<file path="src/rtl/sact_pkg.sv">
// ----------------------------------------------------------------------------
// sact_pkg: shared types and constants
// Geometry limits, configuration, item, result and tag-row types.
// ----------------------------------------------------------------------------
package sact_pkg;

  localparam int Sets        = 256;
  localparam int Ways        = 8;
  localparam int IdxW        = $clog2(Sets);
  localparam int WayW        = $clog2(Ways);
  localparam int RankW       = 3;
  localparam int TagW        = 30;
  localparam int FillW       = 17;
  localparam int CycW        = 18;
  localparam int TotW        = 48;
  localparam int CntW        = 32;
  localparam int SetsLog2Max = 8;
  localparam int BlkLog2Max  = 12;
  localparam int BlkLog2Min  = 2;
  localparam int WordCost    = 100;

  typedef enum logic [2:0] {
    REG_SETS_LOG2   = 3'd0,
    REG_WAYS_LOG2   = 3'd1,
    REG_BLOCK_LOG2  = 3'd2,
    REG_WRITE_ALLOC = 3'd3,
    REG_WRITE_THRU  = 3'd4,
    REG_USE_LRU     = 3'd5
  } cfg_reg_e;

  typedef struct packed {
    logic [3:0] sets_log2;
    logic [1:0] ways_log2;
    logic [3:0] block_bytes_log2;
    logic       write_allocate;
    logic       write_through;
    logic       use_lru;
  } cfg_t;

  typedef struct packed {
    logic        mode;
    logic [31:0] address;
  } in_t;

  typedef struct packed {
    logic            hit;
    logic            filled;
    logic            dirty_evicted;
    logic [CycW-1:0] cycles_added;
    logic [CntW-1:0] n_loads;
    logic [CntW-1:0] n_stores;
    logic [CntW-1:0] n_ld_hits;
    logic [CntW-1:0] n_st_hits;
    logic [TotW-1:0] cyc_total;
  } res_t;

  // classified access handed from front to back
  typedef struct packed {
    logic             mode;
    logic [IdxW-1:0]  idx;
    logic [TagW-1:0]  tag;
    logic [FillW-1:0] fill_cost;
    logic [1:0]       ways_log2;
  } item_t;

  typedef struct packed {
    logic             vld;
    logic             dirty;
    logic [RankW-1:0] rank;
    logic [TagW-1:0]  tag;
  } way_t;

  typedef way_t [Ways-1:0] row_t;

  typedef struct packed {
    logic full;
    logic empty;
  } q_stat_t;

endpackage

</file>
<file path="src/rtl/sact_front.sv">
// ----------------------------------------------------------------------------
// sact_front: access classifier
// Clamps geometry, splits the address into set index and tag, prices a fill.
// ----------------------------------------------------------------------------
module sact_front (
  input  logic          start_i,
  input  sact_pkg::in_t in_i,
  input  sact_pkg::cfg_t cfg_i,
  input  logic          q_full_i,
  output logic          push_o,
  output sact_pkg::item_t item_o
);

  logic [3:0]  s, b, bm2;
  logic [4:0]  sh;
  logic [31:0] a_idx, a_tag;
  logic [8:0]  m9;

  always_comb begin
    s   = (cfg_i.sets_log2 > 4'(sact_pkg::SetsLog2Max)) ?
          4'(sact_pkg::SetsLog2Max) : cfg_i.sets_log2;
    b   = cfg_i.block_bytes_log2;
    if (b > 4'(sact_pkg::BlkLog2Max)) b = 4'(sact_pkg::BlkLog2Max);
    if (b < 4'(sact_pkg::BlkLog2Min)) b = 4'(sact_pkg::BlkLog2Min);
    bm2 = b - 4'(sact_pkg::BlkLog2Min);
    sh  = 5'(b) + 5'(s);
    a_idx = in_i.address >> b;
    a_tag = in_i.address >> sh;
    m9    = (9'd1 << s) - 9'd1;
    item_o.mode      = in_i.mode;
    item_o.idx       = a_idx[sact_pkg::IdxW-1:0] & m9[sact_pkg::IdxW-1:0];
    item_o.tag       = a_tag[sact_pkg::TagW-1:0];
    item_o.fill_cost = sact_pkg::FillW'(sact_pkg::WordCost) << bm2;
    item_o.ways_log2 = cfg_i.ways_log2;
  end

  assign push_o = start_i & ~q_full_i;

endmodule

</file>
<file path="config.mk">
export PLATFORM = sky130hd
export DESIGN_NAME = sact_front
export DESIGN_NICKNAME = d
export VERILOG_FILES = /design/src/rtl/sact_pkg.sv /design/src/rtl/sact_front.sv
export SDC_FILE = /design/constraint.sdc
export NUM_CORES = 1
export LEC_CHECK = 0
export BUFFER_PORTS_ARGS = -buffer_cell sky130_fd_sc_hd__buf_4
export CORE_MARGIN = 2
export CORE_UTILIZATION = 53
export DETAILED_ROUTE_END_ITERATION = 12
export GPL_TIMING_DRIVEN = 0
export PLACE_DENSITY = 0.83
export SLEW_MARGIN = 20
export SYNTH_ARGS = -nofsm -noshare
export SYNTH_HDL_FRONTEND = slang
export SYNTH_SLANG_ARGS = --single-unit
</file>
<file path="constraint.sdc">
create_clock -name vclk -period 5.16
set_input_delay 0.774 -clock vclk [all_inputs]
set_output_delay 0.774 -clock vclk [all_outputs]
set_load 0.1 [all_outputs]
</file>
==> results of run 1 <==
-- synth_stat cells (5+ instances only) --
cell,count
sky130_fd_sc_hd__o211ai_1,6
sky130_fd_sc_hd__a31oi_1,9
sky130_fd_sc_hd__inv_1,12
sky130_fd_sc_hd__nand3b_1,6
sky130_fd_sc_hd__mux4_2,21
sky130_fd_sc_hd__nor2b_1,9
sky130_fd_sc_hd__nor2_1,34
sky130_fd_sc_hd__mux2_2,22
sky130_fd_sc_hd__ha_1,11
sky130_fd_sc_hd__buf_2,14
sky130_fd_sc_hd__buf_4,9
sky130_fd_sc_hd__o21ai_0,34
sky130_fd_sc_hd__clkbuf_1,17
sky130_fd_sc_hd__a21oi_1,29
sky130_fd_sc_hd__buf_6,6
sky130_fd_sc_hd__mux2i_1,39
sky130_fd_sc_hd__and3_1,13
sky130_fd_sc_hd__o31a_1,5
sky130_fd_sc_hd__nand2_1,43
sky130_fd_sc_hd__a21o_1,6
sky130_fd_sc_hd__nand2b_1,7
sky130_fd_sc_hd__nor3_1,7
sky130_fd_sc_hd__nand3_1,13
-- worst paths after layout --
check | start | endpoint | slack, ns | cells after the start
worst max-delay path | cfg_i[5] | item_o[23] | 0.08 | 12
worst min-delay path | q_full_i | push_o | 1.87 | 3
-- worst max-delay path: stages --
cell,delay [ns]
sky130_fd_sc_hd__buf_4,0.12
sky130_fd_sc_hd__buf_2,0.22
sky130_fd_sc_hd__nand2b_1,0.25
sky130_fd_sc_hd__a21oi_4,0.29
sky130_fd_sc_hd__inv_1,0.23
sky130_fd_sc_hd__fa_2,0.53
sky130_fd_sc_hd__xnor2_4,0.39
sky130_fd_sc_hd__clkbuf_1,0.59
sky130_fd_sc_hd__o211ai_1,0.27
sky130_fd_sc_hd__nand4_1,0.17
sky130_fd_sc_hd__o21a_1,0.16
sky130_fd_sc_hd__buf_4,0.30
-- cells by family after synthesis --
group	after synthesis	share of synthesized area, %
multiplexers	86	34.9
AND/OR/NAND/NOR	152	22.9
AO/OA/AOI/OAI	132	25.5
XOR/XNOR	5	1.75
other	1	0.112
adder cells (fa/ha/maj)	13	5.00
buffers and inverters	62	9.85
-- per-stage QoR --
| stage | total power (uW) | utilization (%) | hold WS (ns) | area, um2 |
|---|---|---|---|---|
| final | 1540 | 73.8 | 1.87 | 4450 |
| after global routing | 1590 | 73.8 | 1.88 | 4450 |
| after CTS | 1490 | 72.5 | 1.88 | 4370 |
| after detailed placement | 1460 | 71.3 | 1.88 | 4300 |
| after global placement | 1450 | 71.3 | 1.87 | 4300 |
| after floorplan | 1160 | - | 1.76 | 3480 |
-- report_power, final --
group	internal, uW	switching (uW)
combinational	442	1100
sequential	0	0
clock	0	0
total	442	1100
-- metal layers --
layer	vias up	part of all wire [%]	global-route usage [%]	wire [um]
met4	0	3.8	11.4	499
met1	1977	40	49.1	5160
met3	61	12	6.92	1570
li1	1902	-	-	-
met2	325	44	52.6	5760
met5	-	0	0	0
-- layout make-up --
class,count,area share [%]
repair buffers,99,16.9
multi-input cells,390,73.5
inverters,12,1.01
well taps,75,2.11
plain buffers,49,6.53
-- what timing repair did --
item                                    in CTS  in global routing
gates cloned                                 0                  0
endpoints found under the hold margin        0                  0
setup buffers                                1                  2
gates resized for setup                     15                 17
endpoints found under the setup margin      28                 25
==> run_results.csv, run 1 <==
group,metric,value,unit
die,std_cell_rows,28,
timing,max_slew_margin,53.3,%
power,power_leakage,0.00194,uW
routing,vias_per_cell,6.82,
layout,filler_cell_count,470,
layout,final_cell_count_no_fill,625,
layout,regArea,0,um2
outcome,status,"finished, final reports clean",
setup_path,cp.required,4.39,ns
yosys,synth_area_leaders,"sky130_fd_sc_hd__mux4_2 (14%), sky130_fd_sc_hd__mux2i_1 (12%), sky130_fd_sc_hd__mux2_2 (7.4%)",
clock_tree,cts.hold.buffers_added,0,
timing,max_freq,0.197,GHz
die,start_util,55.6,%
hold_path,timing.hold.worst.class,"input pin to output pin",
layout,flow.area_growth_from_synthesis,32.6,%
routing,wire_per_inst,20.8,um
die,die_height,83.5,um
global_route,grt_pass1_wl,20100,um
timing,period_needed,5.08,ns
layout,layout-drive-gt1-share,41.1,%
layout,final_net_count,612,
routing,drt_pre_antenna_iters,6,
yosys,distinct_cell_type_count_of_the_synthesized_netlist,67,
placed_design,preCtsSetupSlack,-0.556,ns
yosys,syn_area_per_cell,7.44,um2
global_route,grt_antenna_before_repair,0,
job,cap_viol_max_count,0,
placed_design,post-place-cells,623,
setup_path,setup.worst_path.end_class,"output pin",
placed_design,finalWeightedCongestion,0.976,
timing,grt_setup_unrepaired,"no",
global_route,number_of_global_route_vias_before_repair,3929,
timing,finalSetupViolCount,0,
placed_design,port_buffers,96,
routing,post-route-drc-count,0,
global_route,grtUsageTotal,34.6,%
timing,final_critical_path_setup_slack,0.0786,ns
layout,sequential_cell_total,0,
setup_path,top_fanout_value_on_the_critical_path,19,
routing,antenna_left,0,
layout,num_antenna_cells,0,
timing,maxSlewViolCount,0,
power,power_density,346,mW/mm2
global_route,globalRouteOverflowTotal,0,
layout,mostFrequentLayoutCell,"sky130_fd_sc_hd__buf_4",
setup_path,timing.critical_path.arrival,4.31,ns
layout,nClkBuffers,0,
timing,period_share,98.5,%
die,dieArea,0.00698,mm2
yosys,synth_area_leader_cell,"sky130_fd_sc_hd__mux4_2",
yosys,post_synth_instance_area,0.00335,mm2
routing,detail_route.wirelength,13000,um
setup_path,worstSetupStartpointType,"input pin",
yosys,yosys.area.top_type_share,14.1,%
layout,layout_common_cells,"sky130_fd_sc_hd__buf_4 (105), sky130_fd_sc_hd__nand2_1 (43), sky130_fd_sc_hd__nor2_1 (30)",
die,placeableCoreArea,0.00603,mm2
layout,multiInputGateArea,0.00327,mm2
yosys,ys_seq_area_share,0,%
routing,drtIter0Drc,443,
timing,total_negative_setup_slacks,0,ns
timing,worstMarginPinSlew,0.701,ns
die,design.portCount,107,
global_route,grt_start_max_net_pins,11,
routing,num_vias,4265,
placed_design,dp_hpwl,10200,um
yosys,synthesized_instance_count,451,
setup_path,critPathKind,"input pin to output pin",
power,worst_ir_drop_vdd,0.622,mV
timing,timing_hold_violations_final,0,
die,horizontal_die_dimension,83.5,um
yosys,yosys_warning_total,0,
Power figures use the tool's default switching activity.
==> run 2, diff against run 1 <==
- CORE_MARGIN: 2 -> 1.5
- clock period: 5.16 -> 5.97 ns (I/O delays scaled with it)
==> run 2 against run 1 <==
Net effect:
- worst hold slack gained 0.24 ns
- critical path depth grew 3
- routed wire length shrank 4.0%
- first-iteration DRC count shrank 10%
- die area shrank 2.4%
- flip-flop and latch count is the same
- global-route usage grew 1.3 points
- utilization shrank 4.0 points
- total power shrank 20%
- highest routed layer unchanged
- clock-buffer cell count is the same
- sequential share of layout area is the same
==> run_results.csv, run 2 (synthesis gave the netlist of run 1 again) <==
group,metric,value,unit
setup_path,worstSetupStartpointType,"input pin",
setup_path,crit_path_start,"cfg_i[6]",
layout,final_net_count,610,
global_route,grt_antenna_before_repair,0,
hold_path,worst_hold_startpoint,"in_i[32]",
timing,max_freq,0.174,GHz
setup_path,timing.critical_path.arrival,4.84,ns
power,worst_ir_drop_vdd,0.331,mV
global_route,globalRouteOverflowTotal,0,
setup_path,setup.worst_path.end_class,"output pin",
setup_path,timing.critical_path.slowest_stage_cell,"sky130_fd_sc_hd__fa_1",
setup_path,cp.required,5.07,ns
global_route,grt_start_max_net_pins,11,
placed_design,finalWeightedCongestion,1.04,
layout,sequential_cell_total,0,
global_route,grtUsageTotal,35.9,%
layout,layout_common_cells,"sky130_fd_sc_hd__buf_4 (105), sky130_fd_sc_hd__nand2_1 (43), sky130_fd_sc_hd__mux2i_1 (38)",
timing,period_share,96.1,%
routing,num_vias,4194,
power,power_density,294,mW/mm2
placed_design,place_area,0.00420,mm2
die,dieArea,0.00681,mm2
timing,worstMarginPinSlew,0.550,ns
global_route,number_of_global_route_vias_before_repair,3630,
layout,finalInstanceArea,0.00420,mm2
die,std_cell_rows,28,
timing,max_slew_margin,62.9,%
setup_path,crit_end,"item_o[24]",
layout,regArea,0,um2
timing,period_needed,5.74,ns
routing,post-route-drc-count,0,
layout,nClkBuffers,0,
routing,vias_per_cell,6.73,
routing,drt_pre_antenna_iters,5,
die,horizontal_die_dimension,82.5,um
setup_path,critPathMaxStageDelay,0.56,ns
layout,utilization,69.7,%
timing,finalSetupViolCount,0,
hold_path,timing.hold.worst.class,"input pin to output pin",
timing,timing_hold_violations_final,0,
clock_tree,cts_setup_buffers,0,
timing,maxSlewViolCount,0,
power,power_leakage,0.00191,uW
die,design.portCount,107,
routing,wire_per_inst,20.0,um
layout,mostFrequentLayoutCell,"sky130_fd_sc_hd__buf_4",
layout,num_antenna_cells,0,
routing,drtIter0Drc,398,
placed_design,port_buffers,96,
placed_design,dp_hpwl,9940,um
outcome,status,"finished, final reports clean",
timing,grt_setup_unrepaired,"no",
job,cap_viol_max_count,0,
setup_path,top_fanout_value_on_the_critical_path,10,
global_route,grt_pass1_wl,18700,um
die,start_util,55.6,%
routing,detail_route.wirelength,12500,um
die,die_height,82.5,um
die,placeableCoreArea,0.00603,mm2
layout,flow.area_growth_from_synthesis,25.3,%
layout,layout-drive-gt1-share,35.0,%
setup_path,critPathKind,"input pin to output pin",
routing,antenna_left,0,
setup_path,critical_path.cell_chain,"buf_4 > buf_2 > buf_1 > o21ai_0 > inv_1 > ha_1 > inv_1 > fa_1 > buf_6 > mux2_2 > mux2i_1 > inv_1 > mux4_2 > o21a_1 > buf_4",
setup_path,path_common_cell,"sky130_fd_sc_hd__inv_1",
run 2: changes by cell type in the layout (fill, tap and decap cells not counted), moves of 3 or more:
cell,delta
sky130_fd_sc_hd__o21ai_2,-3
sky130_fd_sc_hd__nor2_2,-4
sky130_fd_sc_hd__mux2i_4,-5
sky130_fd_sc_hd__mux2i_2,-5
sky130_fd_sc_hd__a22oi_2,-3
sky130_fd_sc_hd__a22oi_1,+3
sky130_fd_sc_hd__nor2_1,+4
sky130_fd_sc_hd__o21ai_0,+5
sky130_fd_sc_hd__mux2i_1,+10
sky130_fd_sc_hd__buf_6,-3
run 2: worst min path at each step:
| stage | end | slack (ns) | depth (start not counted) |
|---|---|---|---|
| finish | item_o[57] | 2.12 | 2 |
| global route | item_o[0] | 2.13 | 2 |
| CTS | item_o[0] | 2.12 | 2 |
| detailed placement | item_o[1] | 2.12 | 2 |
| global placement | push_o | 2.12 | 3 |
| floorplan | item_o[0] | 2.00 | 1 |
run 2: metal layers:
layer | part of all wire [%] | global-route usage (%) | vias up
met3 | 12 | 6.15 | 45
met2 | 45 | 56.1 | 320
met4 | 3.3 | 12.2 | 0
li1 | - | - | 1894
met5 | 0 | 0 | -
met1 | 40 | 49.8 | 1935
run 2: where the power goes:
group | switching (uW) | internal (uW) | leakage, uW | total, uW
Sequential | 0 | 0 | 0 | 0
Combinational | 897 | 338 | 0.00191 | 1240
Clock | 0 | 0 | 0 | 0
run 2: repair_timing:
item                       in CTS  in global routing
hold buffers                    0                  0
resized for setup               1                  3
gates cloned                    0                  0
setup endpoints to repair       2                 21
run 2: cell type report:
type | count | area (um2)
Fill cell | 528 | 1820
Timing Repair Buffer | 96 | 721
Tap cell | 75 | 93.8
Buffer | 50 | 285
Inverter | 12 | 45.0
Multi-Input combinational cell | 390 | 3060
run 2: stage by stage:
| step | hold slack [ns] | worst slack (ns) | TNS (ns) | instances | power, uW |
|---|---|---|---|---|---|
| final | 2.12 | 0.234 | 0 | 623 | 1240 |
| after global routing | 2.13 | 0.104 | 0 | 623 | 1280 |
| after CTS | 2.12 | 0.0377 | 0 | 623 | 1220 |
| after detailed placement | 2.12 | 0.0181 | 0 | 623 | 1220 |
| after global placement | 2.12 | -0.0322 | -0.0438 | 623 | 1210 |
| after floorplan | 2.00 | 0.0120 | 0 | 452 | 967 |
run 2: critical path, delay by kind of cell:
family          cells  cell delay [ns]
mux                 3             1.20
buf+inv             8             1.46
fa+ha+maj           2             0.78
compound gates      2             0.48
