[config.mk]
export PLATFORM = sky130hd
export DESIGN_NAME = sact_fifo
export DESIGN_NICKNAME = d
export VERILOG_FILES = /design/src/rtl/sact_pkg.sv /design/src/rtl/sact_fifo.sv
export SDC_FILE = /design/constraint.sdc
export NUM_CORES = 1
export LEC_CHECK = 0
export BUFFER_PORTS_ARGS = -buffer_cell sky130_fd_sc_hd__buf_4
export CORE_MARGIN = 3
export CORE_UTILIZATION = 52
export DETAILED_ROUTE_END_ITERATION = 10
export MAX_ROUTING_LAYER = met4
export PLACE_DENSITY = 0.83
export SYNTH_ARGS = -nofsm -noshare
export SYNTH_HDL_FRONTEND = slang
export SYNTH_SLANG_ARGS = --single-unit
[constraint.sdc]
create_clock -name clk_i -period 2.55 [get_ports clk_i]
set_input_delay 0.1275 -clock clk_i [delete_from_list [all_inputs] [get_ports clk_i]]
set_output_delay 0.1275 -clock clk_i [all_outputs]
set_load 0.01 [all_outputs]
[src/rtl/sact_pkg.sv]
// ----------------------------------------------------------------------------
// sact_pkg: shared types and constants
// Geometry limits, configuration, item, result and tag-row types.
// ----------------------------------------------------------------------------
package sact_pkg;

  localparam int Sets        = 256;
  localparam int Ways        = 8;
  localparam int IdxW        = $clog2(Sets);
  localparam int WayW        = $clog2(Ways);
  localparam int RankW       = 3;
  localparam int TagW        = 30;
  localparam int FillW       = 17;
  localparam int CycW        = 18;
  localparam int TotW        = 48;
  localparam int CntW        = 32;
  localparam int SetsLog2Max = 8;
  localparam int BlkLog2Max  = 12;
  localparam int BlkLog2Min  = 2;
  localparam int WordCost    = 100;

  typedef enum logic [2:0] {
    REG_SETS_LOG2   = 3'd0,
    REG_WAYS_LOG2   = 3'd1,
    REG_BLOCK_LOG2  = 3'd2,
    REG_WRITE_ALLOC = 3'd3,
    REG_WRITE_THRU  = 3'd4,
    REG_USE_LRU     = 3'd5
  } cfg_reg_e;

  typedef struct packed {
    logic [3:0] sets_log2;
    logic [1:0] ways_log2;
    logic [3:0] block_bytes_log2;
    logic       write_allocate;
    logic       write_through;
    logic       use_lru;
  } cfg_t;

  typedef struct packed {
    logic        mode;
    logic [31:0] address;
  } in_t;

  typedef struct packed {
    logic            hit;
    logic            filled;
    logic            dirty_evicted;
    logic [CycW-1:0] cycles_added;
    logic [CntW-1:0] n_loads;
    logic [CntW-1:0] n_stores;
    logic [CntW-1:0] n_ld_hits;
    logic [CntW-1:0] n_st_hits;
    logic [TotW-1:0] cyc_total;
  } res_t;

  // classified access handed from front to back
  typedef struct packed {
    logic             mode;
    logic [IdxW-1:0]  idx;
    logic [TagW-1:0]  tag;
    logic [FillW-1:0] fill_cost;
    logic [1:0]       ways_log2;
  } item_t;

  typedef struct packed {
    logic             vld;
    logic             dirty;
    logic [RankW-1:0] rank;
    logic [TagW-1:0]  tag;
  } way_t;

  typedef way_t [Ways-1:0] row_t;

  typedef struct packed {
    logic full;
    logic empty;
  } q_stat_t;

endpackage

[src/rtl/sact_fifo.sv]
// ----------------------------------------------------------------------------
// sact_fifo: two-entry item queue
// Decouples the classifier from the set read/update engine.
// ----------------------------------------------------------------------------
module sact_fifo (
  input  logic              clk_i,
  input  logic              rst_ni,
  input  logic              push_i,
  input  sact_pkg::item_t   item_i,
  input  logic              pop_i,
  output sact_pkg::item_t   head_o,
  output sact_pkg::q_stat_t stat_o
);

  sact_pkg::item_t mem_q [2];
  logic       wp_q, wp_d, rp_q, rp_d;
  logic [1:0] cnt_q, cnt_d;

  always_comb begin
    wp_d  = wp_q ^ push_i;
    rp_d  = rp_q ^ pop_i;
    cnt_d = cnt_q + 2'(push_i) - 2'(pop_i);
  end

  always_ff @(posedge clk_i or negedge rst_ni) begin
    if (!rst_ni) begin
      wp_q  <= 1'b0;
      rp_q  <= 1'b0;
      cnt_q <= 2'd0;
    end else begin
      wp_q  <= wp_d;
      rp_q  <= rp_d;
      cnt_q <= cnt_d;
    end
  end

  always_ff @(posedge clk_i) begin
    if (push_i) mem_q[wp_q] <= item_i;
  end

  assign head_o       = mem_q[rp_q];
  assign stat_o.full  = cnt_q == 2'd2;
  assign stat_o.empty = cnt_q == 2'd0;

endmodule

==> results.sh, run 1 <==
export IMPL_outcome="finished, final reports clean"
export IMPL_netlist_instances=197
export IMPL_die_x_um=98.4
export IMPL_switching_power_w=0.00181
export IMPL_worstPathCellList="buf_4, mux2_2, buf_4"
export IMPL_areaGrowthSynthToFinish_pct=50.0
export IMPL_regArea_um2=3580
export IMPL_dp_hpwl_um=5180
export IMPL_rows=33
export IMPL_coreArea_um2=8260
export IMPL_holdWs_ns=0.362
export IMPL_dr_pass1_iters=4
export IMPL_comb_power_share=0.300
export IMPL_fmax_ghz=0.516
export IMPL_antenna_cells=0
export IMPL_hold_viol_final=0
export IMPL_rsz0062_at_grt="false"
export IMPL_antenna_found_initial=0
export IMPL_synth_area_um2=4440
export IMPL_first_global_vias=2755
export IMPL_yosysSeqAreaShare=0.807
export IMPL_cts_tree="built"
export IMPL_worstSkewPairLatency_ns=0.49
export IMPL_min_to="mem_q[0][50]"
export IMPL_ys_ff_latch=120
export IMPL_worst_pin_slew_ns=0.583
export IMPL_place_gp_congestion=0.719
export IMPL_end_kind="output pin"
export IMPL_cts_max_path_buffers=2
export IMPL_netlist_area_leader_share=0.785
export IMPL_timing_slew_headroom=0.611
export IMPL_io_pins=122
export IMPL_ir_drop_mv=0.675
export IMPL_grt_max_degree=39
export IMPL_numCtsBuffers=17
export IMPL_drt_initial_drc_count=95
export IMPL_cp_required_ns=2.42
export IMPL_cp_max_fo=33
export IMPL_intPower_w=0.00525
export IMPL_hold_path_class="in -> reg"
export IMPL_finalCritPeriodShare=0.760
export IMPL_finalInstanceArea_um2=6660
export IMPL_synth_nets=263
export IMPL_power_density_nw_per_um2=1060
export IMPL_grt_total_usage=0.187
export IMPL_synth_compound_area_frac=0
export IMPL_slowest_stage="mux2_2"
export IMPL_leakage_nw=2.61
export IMPL_worstSetupStartpointType="flip-flop"
export IMPL_drtAntennaViolNets=0
export IMPL_synth_area_per_cell_um2=22.5
export IMPL_setup_viol=0
export IMPL_yosys_cell_types_count=13
export IMPL_die_area_um2=9680
export IMPL_synth_xor_area_frac=0.00733
export IMPL_finClkSkew_ns=0.00982
export IMPL_min_period_ns=1.94
export IMPL_regToRegSetupSlack_ns=0.90
export IMPL_arrival_ns=1.81
export IMPL_drive_gt1_frac=0.517
export IMPL_synth_adder_area_share=0.0113
export IMPL_synth_top_area_cell="edfxtp_1"
export IMPL_critical_path_top_delay_family="buffers and inverters"
export IMPL_multi_input_area_um2=788
export IMPL_num_vias=2484
export IMPL_grt_overflow=0
export IMPL_synth_top_family_by_area="multiplexers"
export IMPL_wl_per_cell_um=16.4
export IMPL_hold_path_cell_count=2
export IMPL_via_per_inst=4.82
export IMPL_path_clk_slew_ns=0.05
export IMPL_cpPeakStageDelay_ns=0.41
export IMPL_start_util=0.538
export IMPL_wirelength_um=8460
export IMPL_synth_mux_area_frac=0.156
export IMPL_setup_tns_ns=0
export IMPL_maxSlewViolCount=0
export IMPL_nNetsFinal=463
export IMPL_pwr_share_clk=0.314
export IMPL_yosysWarnings=0
export IMPL_reg2reg_from="wp_q"
export IMPL_yosys_top_cells_area="edfxtp_1 (78%), mux2_2 (12%), mux2_4 (3.4%)"
export IMPL_max_cap_violations=0
export IMPL_cts_root_buf="clkbuf_8"
export IMPL_pwr_share_seq=0.385
export IMPL_cts_sinks=120
export IMPL_ctsResizeCount=0
export IMPL_drc=0
export IMPL_swShare=0.256
export IMPL_die_y_um=98.4
export IMPL_synth_simple_area_share=0.00225
export IMPL_nFillCells=442
export IMPL_port_buffers=121
export IMPL_reg2reg_to="mem_q[1][7]"
export IMPL_setup_worst_path_class="reg -> out"
export IMPL_grt_pass1_wl_um=13200
export IMPL_critPathBufInv=2
export IMPL_cpMostUsedCell="buf_4"
export IMPL_placedInstanceArea_um2=5480
export IMPL_r2r_cells=2
export IMPL_h_tree_depth=4
export IMPL_hold_start="item_i[50]"
==> final cells by class <==
class | instances | share of cell area
multi-input combinational | 66 | 0.118
clock buffer | 22 | 0.0650
clock inverter | 10 | 0.0192
tap | 105 | 0.0197
sequential | 120 | 0.538
timing repair buffer | 188 | 0.237
inverter | 4 | 0.00225
==> flip-flops by register name (all words and copies together), names as in the netlist <==
name / count
cnt_q: 2
mem_q: 116
rp_q: 1
wp_q: 1
==> synth_stat cells <==
library cell  number
nor2_1             1
edfxtp_1         116
buf_2              4
inv_1              4
xor2_1             1
buf_6              2
dfrtp_1            4
xor3_1             1
buf_8              1
mux2_2            48
nor2b_1            1
mux2_4            10
ha_1               4
==> layout by cell type (no fill, tap or decap), drive strengths merged <==
cell type / count
buf: 126
edfxtp: 116
dlygate4sd3: 62
mux2: 58
clkbuf: 22
clkinv: 5
inv: 4
dfrtp: 4
ha: 4
bufinv: 3
clkinvlp: 2
xor3: 1
nor2b: 1
nor2: 1
xor2: 1
==> worst max-delay path by stage <==
stage	start	to	slack [ns]	cells after the start
global placement	wp_q	mem_q[1][50]	0.93	2
CTS	rp_q	head_o[25]	0.60	3
finish	rp_q	head_o[25]	0.61	3
global route	rp_q	head_o[25]	0.52	3
floorplan	wp_q	mem_q[0][0]	0.30	2
detailed placement	wp_q	mem_q[1][55]	0.90	2
==> power by group through the flow <==
stage / clock network (W) / logic [W] / registers (W)
4_1_cts: 0.00227 / 0.00214 / 0.00272
3_5_place_dp: 0 / 0.00206 / 0.00276
6_report: 0.00222 / 0.00212 / 0.00272
2_1_floorplan: 0 / 0.00121 / 0.00274
3_3_place_gp: 0 / 0.00203 / 0.00273
5_1_grt: 0.00237 / 0.00227 / 0.00275
==> stage by stage <==
step	util	std cells	power, W	worst slack (ns)
after floorplan	-	197	0.00395	0.302
after global placement	0.663	421	0.00476	0.930
after detailed placement	0.663	421	0.00482	0.896
after CTS	0.806	515	0.00714	0.597
after global routing	0.806	515	0.00739	0.522
final	0.806	515	0.00707	0.611
==> cell families after synthesis <==
kind of cell / Yosys count
flip-flops: 120
adder cells (fa/ha/maj): 4
multiplexers: 58
buffers and inverters: 11
XOR/XNOR: 2
AND/OR/NAND/NOR: 2
==> what timing repair did <==
item | CTS | global route
hold buffers | 62 | 0
hold endpoints to repair | 123 | 0
setup buffers | 0 | 0
==> per-layer routing <==
layer / wire, um / vias to the layer above / part of all wire / global-route usage
met5: 0 / - / 0 / -
met4: 30 / 0 / 0.0035 / 0.0630
met3: 398 / 4 / 0.047 / 0.0529
met2: 4640 / 88 / 0.55 / 0.327
met1: 3390 / 1217 / 0.40 / 0.206
li1: - / 1175 / - / -
(Power assumes the default switching activity.)
==> run 2, diff against run 1 <==
- clock period: 2.55 -> 1.8 ns (I/O delays scaled with it)
==> run 2 against run 1 <==
Critical path depth did not move. Sequential power rose by 43%. Count of clock-buffer cells in the layout fell by 4. Critical endpoint is now head_o[32]. Highest routed layer unchanged.
==> results.sh, run 2 (synthesis gave the netlist of run 1 again) <==
export IMPL_outcome="finished, final reports clean"
export IMPL_cts_max_path_buffers=2
export IMPL_nNetsFinal=467
export IMPL_r2r_cells=3
export IMPL_finClkSkew_ns=0.00974
export IMPL_placedInstanceArea_um2=5500
export IMPL_finalCritPeriodShare=0.986
export IMPL_rsz0062_at_grt="true"
export IMPL_coreArea_um2=8260
export IMPL_worstSetupStartpointType="flip-flop"
export IMPL_dp_cells=424
export IMPL_timing_slew_headroom=0.792
export IMPL_hold_path_class="in -> reg"
export IMPL_maxSlewViolCount=0
export IMPL_port_buffers=121
export IMPL_setup_viol=0
export IMPL_grt_total_usage=0.199
export IMPL_hold_viol_final=0
export IMPL_wl_per_cell_um=17.8
export IMPL_ir_drop_mv=1.06
export IMPL_drt_initial_drc_count=89
export IMPL_cts_sinks=120
export IMPL_drive_gt1_frac=0.534
export IMPL_swShare=0.271
export IMPL_end_kind="output pin"
export IMPL_finalInstanceArea_um2=6720
export IMPL_reg2reg_to="mem_q[0][44]"
export IMPL_worst_pin_slew_ns=0.311
export IMPL_cp_max_fo=20
export IMPL_dr_pass1_iters=4
export IMPL_cts_tree="built"
export IMPL_drtAntennaViolNets=0
export IMPL_h_tree_depth=4
export IMPL_cp_required_ns=1.71
export IMPL_reg2reg_from="wp_q"
export IMPL_drc=0
export IMPL_regArea_um2=3580
export IMPL_fmax_ghz=0.563
export IMPL_path_clk_slew_ns=0.06
export IMPL_min_period_ns=1.77
export IMPL_holdWs_ns=0.325
export IMPL_start_util=0.538
export IMPL_switching_power_w=0.00277
export IMPL_wirelength_um=9230
export IMPL_largest_registers="mem_q x116, cnt_q x2"
export IMPL_power_density_nw_per_um2=1520
export IMPL_setup_worst_path_class="reg -> out"
export IMPL_multi_input_area_um2=792
export IMPL_antenna_cells=0
export IMPL_numCtsBuffers=17
export IMPL_nFillCells=401
export IMPL_postCtsSetupBuffers=0
export IMPL_first_global_vias=2846
export IMPL_io_pins=122
export IMPL_layout_common_cells="buf_4 (127), edfxtp_1 (116), dlygate4sd3_1 (62), mux2_2 (47), clkbuf_16 (17)"
export IMPL_place_gp_congestion=0.698
export IMPL_largest_reg_flops=116
export IMPL_rows=33
export IMPL_leakage_nw=2.65
export IMPL_grt_overflow=0
export IMPL_areaGrowthSynthToFinish_pct=51.5
export IMPL_antenna_found_initial=0
export IMPL_setup_slack_ns=0.0253
export IMPL_stdcell_count=519
export IMPL_startpoint="rp_q"
export IMPL_place_worst_setup_slack_ns=0.515
export IMPL_cts_root_buf="clkbuf_8"
export IMPL_die_x_um=98.4
export IMPL_pwr_share_seq=0.382
export IMPL_comb_power_share=0.309
export IMPL_largest_register="mem_q"
export IMPL_final_common_cell="buf_4"
export IMPL_grt_max_degree=41
export IMPL_dp_hpwl_um=5190
export IMPL_intPower_w=0.00743
export IMPL_grt_pass1_wl_um=14300
export IMPL_num_vias=2562
export IMPL_worstSkewPairLatency_ns=0.49
export IMPL_via_per_inst=4.94
export IMPL_die_y_um=98.4
export IMPL_pwr_share_clk=0.309
export IMPL_regToRegSetupSlack_ns=0.50
export IMPL_max_cap_violations=0
export IMPL_arrival_ns=1.68
export IMPL_endpoint="head_o[32]"
export IMPL_die_area_um2=9680
run 2: cell count changes in the layout (fill, tap and decap cells not counted), moves of 2 or more:
cell,before,now
clkinv_4,0,3
inv_6,0,3
clkbuf_1,5,1
buf_4,125,127
run 2: metrics by stage:
stage                     setup TNS, ns  power, W  utilization
after global routing             -0.554    0.0106        0.814
after detailed placement              0   0.00685        0.666
after global placement                0   0.00678        0.666
after CTS                             0    0.0101        0.810
final                                 0    0.0102        0.814
after floorplan                       0   0.00559            -
run 2: per-layer routing:
| layer | vias up | track usage | part of all wire |
|---|---|---|---|
| met5 | - | - | 0 |
| met4 | 0 | 0.0683 | 0.012 |
| met3 | 15 | 0.0379 | 0.042 |
| met2 | 96 | 0.355 | 0.55 |
| met1 | 1269 | 0.223 | 0.39 |
| li1 | 1182 | - | - |
run 2: how the worst min path moves through the flow:
stage | to | slack [ns] | cells past startpoint | start
final | mem_q[1][50] | 0.32 | 2 | item_i[50]
after global placement | cnt_q[0] | -0.10 | 1 | rst_ni
after detailed placement | cnt_q[1] | -0.1 | 1 | rst_ni
after floorplan | cnt_q[0] | -0.21 | 0 | rst_ni
after CTS | mem_q[0][30] | 0.31 | 2 | item_i[30]
after global routing | mem_q[0][2] | 0.31 | 2 | item_i[2]
run 2: layout make-up:
| class | instances | area share |
|---|---|---|
| clock inverter | 14 | 0.0221 |
| multi-input combinational | 66 | 0.118 |
| inverter | 4 | 0.00223 |
| tap | 105 | 0.0195 |
| clock buffer | 18 | 0.0622 |
| timing repair buffer | 192 | 0.243 |
| sequential | 120 | 0.533 |
run 2: what timing repair did:
item / in CTS / in global routing
endpoints found under the setup margin: 5 / 38
hold buffers: 62 / 0
endpoints found under the hold margin: 123 / 0
gates cloned: 0 / 1
gates resized for setup: 1 / 2
run 2: power by group through the flow:
| stage | logic (W) | clock network [W] | registers, W |
|---|---|---|---|
| detailed placement | 0.00293 | 0 | 0.00391 |
| finish | 0.00315 | 0.00315 | 0.00390 |
| global route | 0.00336 | 0.00334 | 0.00393 |
| floorplan | 0.00172 | 0 | 0.00387 |
| CTS | 0.00306 | 0.00319 | 0.00386 |
| global placement | 0.00289 | 0 | 0.00388 |
run 2: critical path: stages (launching register included):
cell,delay [ns]
dfrtp_2,0.46
clkbuf_16,0.24
mux2_2,0.36
buf_4,0.14
==> run 3, diff against run 2 <==
--- a/config.mk
+++ b/config.mk
@@ -9,6 +9,7 @@
 export CORE_MARGIN = 3
-export CORE_UTILIZATION = 52
+export CORE_UTILIZATION = 47
 export DETAILED_ROUTE_END_ITERATION = 10
 export MAX_ROUTING_LAYER = met4
-export PLACE_DENSITY = 0.83
+export PLACE_DENSITY = 0.8
+export RECOVER_POWER = 100
 export SYNTH_ARGS = -nofsm -noshare
==> constraint.sdc (replaced) <==
create_clock -name clk_i -period 1.6 [get_ports clk_i]
set_input_delay 0.16 -clock clk_i [delete_from_list [all_inputs] [get_ports clk_i]]
set_output_delay 0.16 -clock clk_i [all_outputs]
set_load 0.01 [all_outputs]
==> run 3 against run 2 <==
The run now ends with setup timing left. Sequential power is 12% higher. Total power is 17% higher. Utilization is 5.5 points lower. Global-route usage is 0.80 points lower. Non-clock buffer count is 2 higher. Clock skew is 0.0021 ns lower. Flip-flop and latch count stayed put. Die area is 10% higher. Critical path type unchanged. Largest cell class unchanged.
==> results.sh, run 3 (synthesis gave the netlist of run 1 again) <==
export IMPL_outcome="finished, violations left"
export IMPL_violations="setup timing"
export IMPL_largest_register="mem_q"
export IMPL_num_vias=2544
export IMPL_cp_required_ns=1.44
export IMPL_wirelength_um=9180
export IMPL_worst_pin_slew_ns=0.537
export IMPL_die_x_um=103
export IMPL_min_period_ns=1.84
export IMPL_grt_total_usage=0.191
export IMPL_reg2reg_from="wp_q"
export IMPL_drt_initial_drc_count=92
export IMPL_critical_path_top_delay_family="buffers and inverters"
export IMPL_fmax_ghz=0.545
export IMPL_regToRegSetupSlack_ns=0.15
export IMPL_largest_reg_flops=116
export IMPL_cpMostUsedCell="buf_4"
export IMPL_setup_worst_path_class="reg -> out"
export IMPL_io_pins=122
export IMPL_hold_path_cell_count=2
export IMPL_setup_tns_ns=-11.26
export IMPL_grt_overflow=0
export IMPL_via_per_inst=4.85
export IMPL_rows=34
export IMPL_slowest_stage="dfrtp_2"
export IMPL_ir_drop_mv=1.20
export IMPL_port_buffers=121
export IMPL_drtAntennaViolNets=0
export IMPL_rsz0062_at_grt="true"
export IMPL_dp_hpwl_um=5120
export IMPL_h_tree_depth=4
export IMPL_grt_pass1_wl_um=14400
export IMPL_cp_max_fo=6
export IMPL_hold_start="item_i[28]"
export IMPL_critPathBufInv=3
export IMPL_areaGrowthSynthToFinish_pct=52.8
export IMPL_nNetsFinal=469
export IMPL_cts_max_path_buffers=2
export IMPL_numCtsBuffers=17
export IMPL_start_util=0.497
export IMPL_place_gp_congestion=0.670
export IMPL_wl_per_cell_um=17.5
export IMPL_setup_viol=58
export IMPL_maxSlewViolCount=0
export IMPL_largest_registers="mem_q x116, cnt_q x2"
export IMPL_reg2reg_to="mem_q[0][30]"
export IMPL_setup_slack_ns=-0.235
export IMPL_layout_common_cells="edfxtp_1 (116), dlygate4sd3_1 (62), buf_4 (51), clkbuf_4 (47), mux2_2 (46)"
export IMPL_cts_root_buf="clkbuf_8"
export IMPL_max_cap_violations=0
export IMPL_worstPathCellList="buf_4, clkbuf_16, mux2_2, buf_4"
export IMPL_path_clk_slew_ns=0.05
export IMPL_cts_tree="built"
export IMPL_holdWs_ns=0.411
export IMPL_multi_input_area_um2=791
export IMPL_cts_sinks=120
export IMPL_timing_slew_headroom=0.642
export IMPL_grt_max_degree=39
export IMPL_antenna_found_initial=0
export IMPL_min_to="mem_q[1][28]"
export IMPL_coreArea_um2=8930
export IMPL_end_kind="output pin"
export IMPL_worstSkewPairLatency_ns=0.49
export IMPL_die_y_um=103
export IMPL_drc=0
export IMPL_first_global_vias=2844
export IMPL_die_area_um2=10600
export IMPL_dr_pass1_iters=4
export IMPL_regArea_um2=3580
export IMPL_worstSetupStartpointType="flip-flop"
export IMPL_hold_viol_final=0
export IMPL_leakage_nw=2.64
export IMPL_nFillCells=518
export IMPL_final_common_cell="edfxtp_1"
export IMPL_r2r_cells=3
export IMPL_hold_path_class="in -> reg"
export IMPL_arrival_ns=1.68
export IMPL_cpPeakStageDelay_ns=0.40
export IMPL_drive_gt1_frac=0.490
export IMPL_finClkSkew_ns=0.00768
export IMPL_power_density_nw_per_um2=1760
export IMPL_finalCritPeriodShare=1.15
export IMPL_antenna_cells=0
==> run 3: cell types whose count changed in the layout (fill, tap and decap cells not counted), sizes merged <==
| cell | before | now |
|---|---|---|
| buf | 129 | 66 |
| inv | 7 | 4 |
| bufinv | 2 | 4 |
| clkbuf | 19 | 86 |
| clkinvlp | 3 | 2 |
==> run 3: cell type report <==
class	count	share of cell area
multi-input cells	66	0.117
clock buffers	20	0.0627
repair buffers	194	0.244
clock inverters	12	0.0260
flip-flops and latches	120	0.529
inverters	4	0.00221
well taps	108	0.0199
==> run 3: where the power goes <==
| part | switching [W] | internal, W | total (W) |
|---|---|---|---|
| Sequential | 0.000167 | 0.00419 | 0.00435 |
| Clock | 0.00131 | 0.00253 | 0.00384 |
| Combinational | 0.00166 | 0.00209 | 0.00374 |
==> run 3: stage by stage <==
step / worst slack, ns / power, W / std cells / utilization / area (um^2)
2_1_floorplan: 0.0321 / 0.00630 / 197 / - / 4450
3_3_place_gp: 0.285 / 0.00776 / 426 / 0.622 / 5560
3_5_place_dp: 0.276 / 0.00786 / 426 / 0.622 / 5560
4_1_cts: -0.244 / 0.0121 / 523 / 0.769 / 6870
5_1_grt: -0.296 / 0.0125 / 524 / 0.759 / 6780
6_report: -0.235 / 0.0119 / 524 / 0.759 / 6780
==> run 3: worst max path at each step <==
stage / startpoint / endpoint / slack, ns / cells past startpoint
6_report: rp_q / head_o[32] / -0.24 / 4
5_1_grt: rp_q / head_o[17] / -0.30 / 4
4_1_cts: rp_q / head_o[9] / -0.24 / 4
3_5_place_dp: rp_q / head_o[28] / 0.28 / 3
3_3_place_gp: rp_q / head_o[28] / 0.29 / 3
2_1_floorplan: wp_q / mem_q[1][0] / 0.03 / 1
==> run 3: repair_timing <==
action,4_1_cts,5_1_grt
setup endpoints to repair,58,58
setup buffers,2,0
gates cloned,1,1
hold buffers,62,0
gates resized for setup,13,2
endpoints found under the hold margin,123,0
==> run 3: routing by layer <==
metal / share of wire / routed length, um / track usage
met1: 0.40 / 3700 / 0.214
met2: 0.54 / 4960 / 0.330
met3: 0.045 / 415 / 0.0496
met4: 0.012 / 107 / 0.0687
met5: 0 / 0 / -
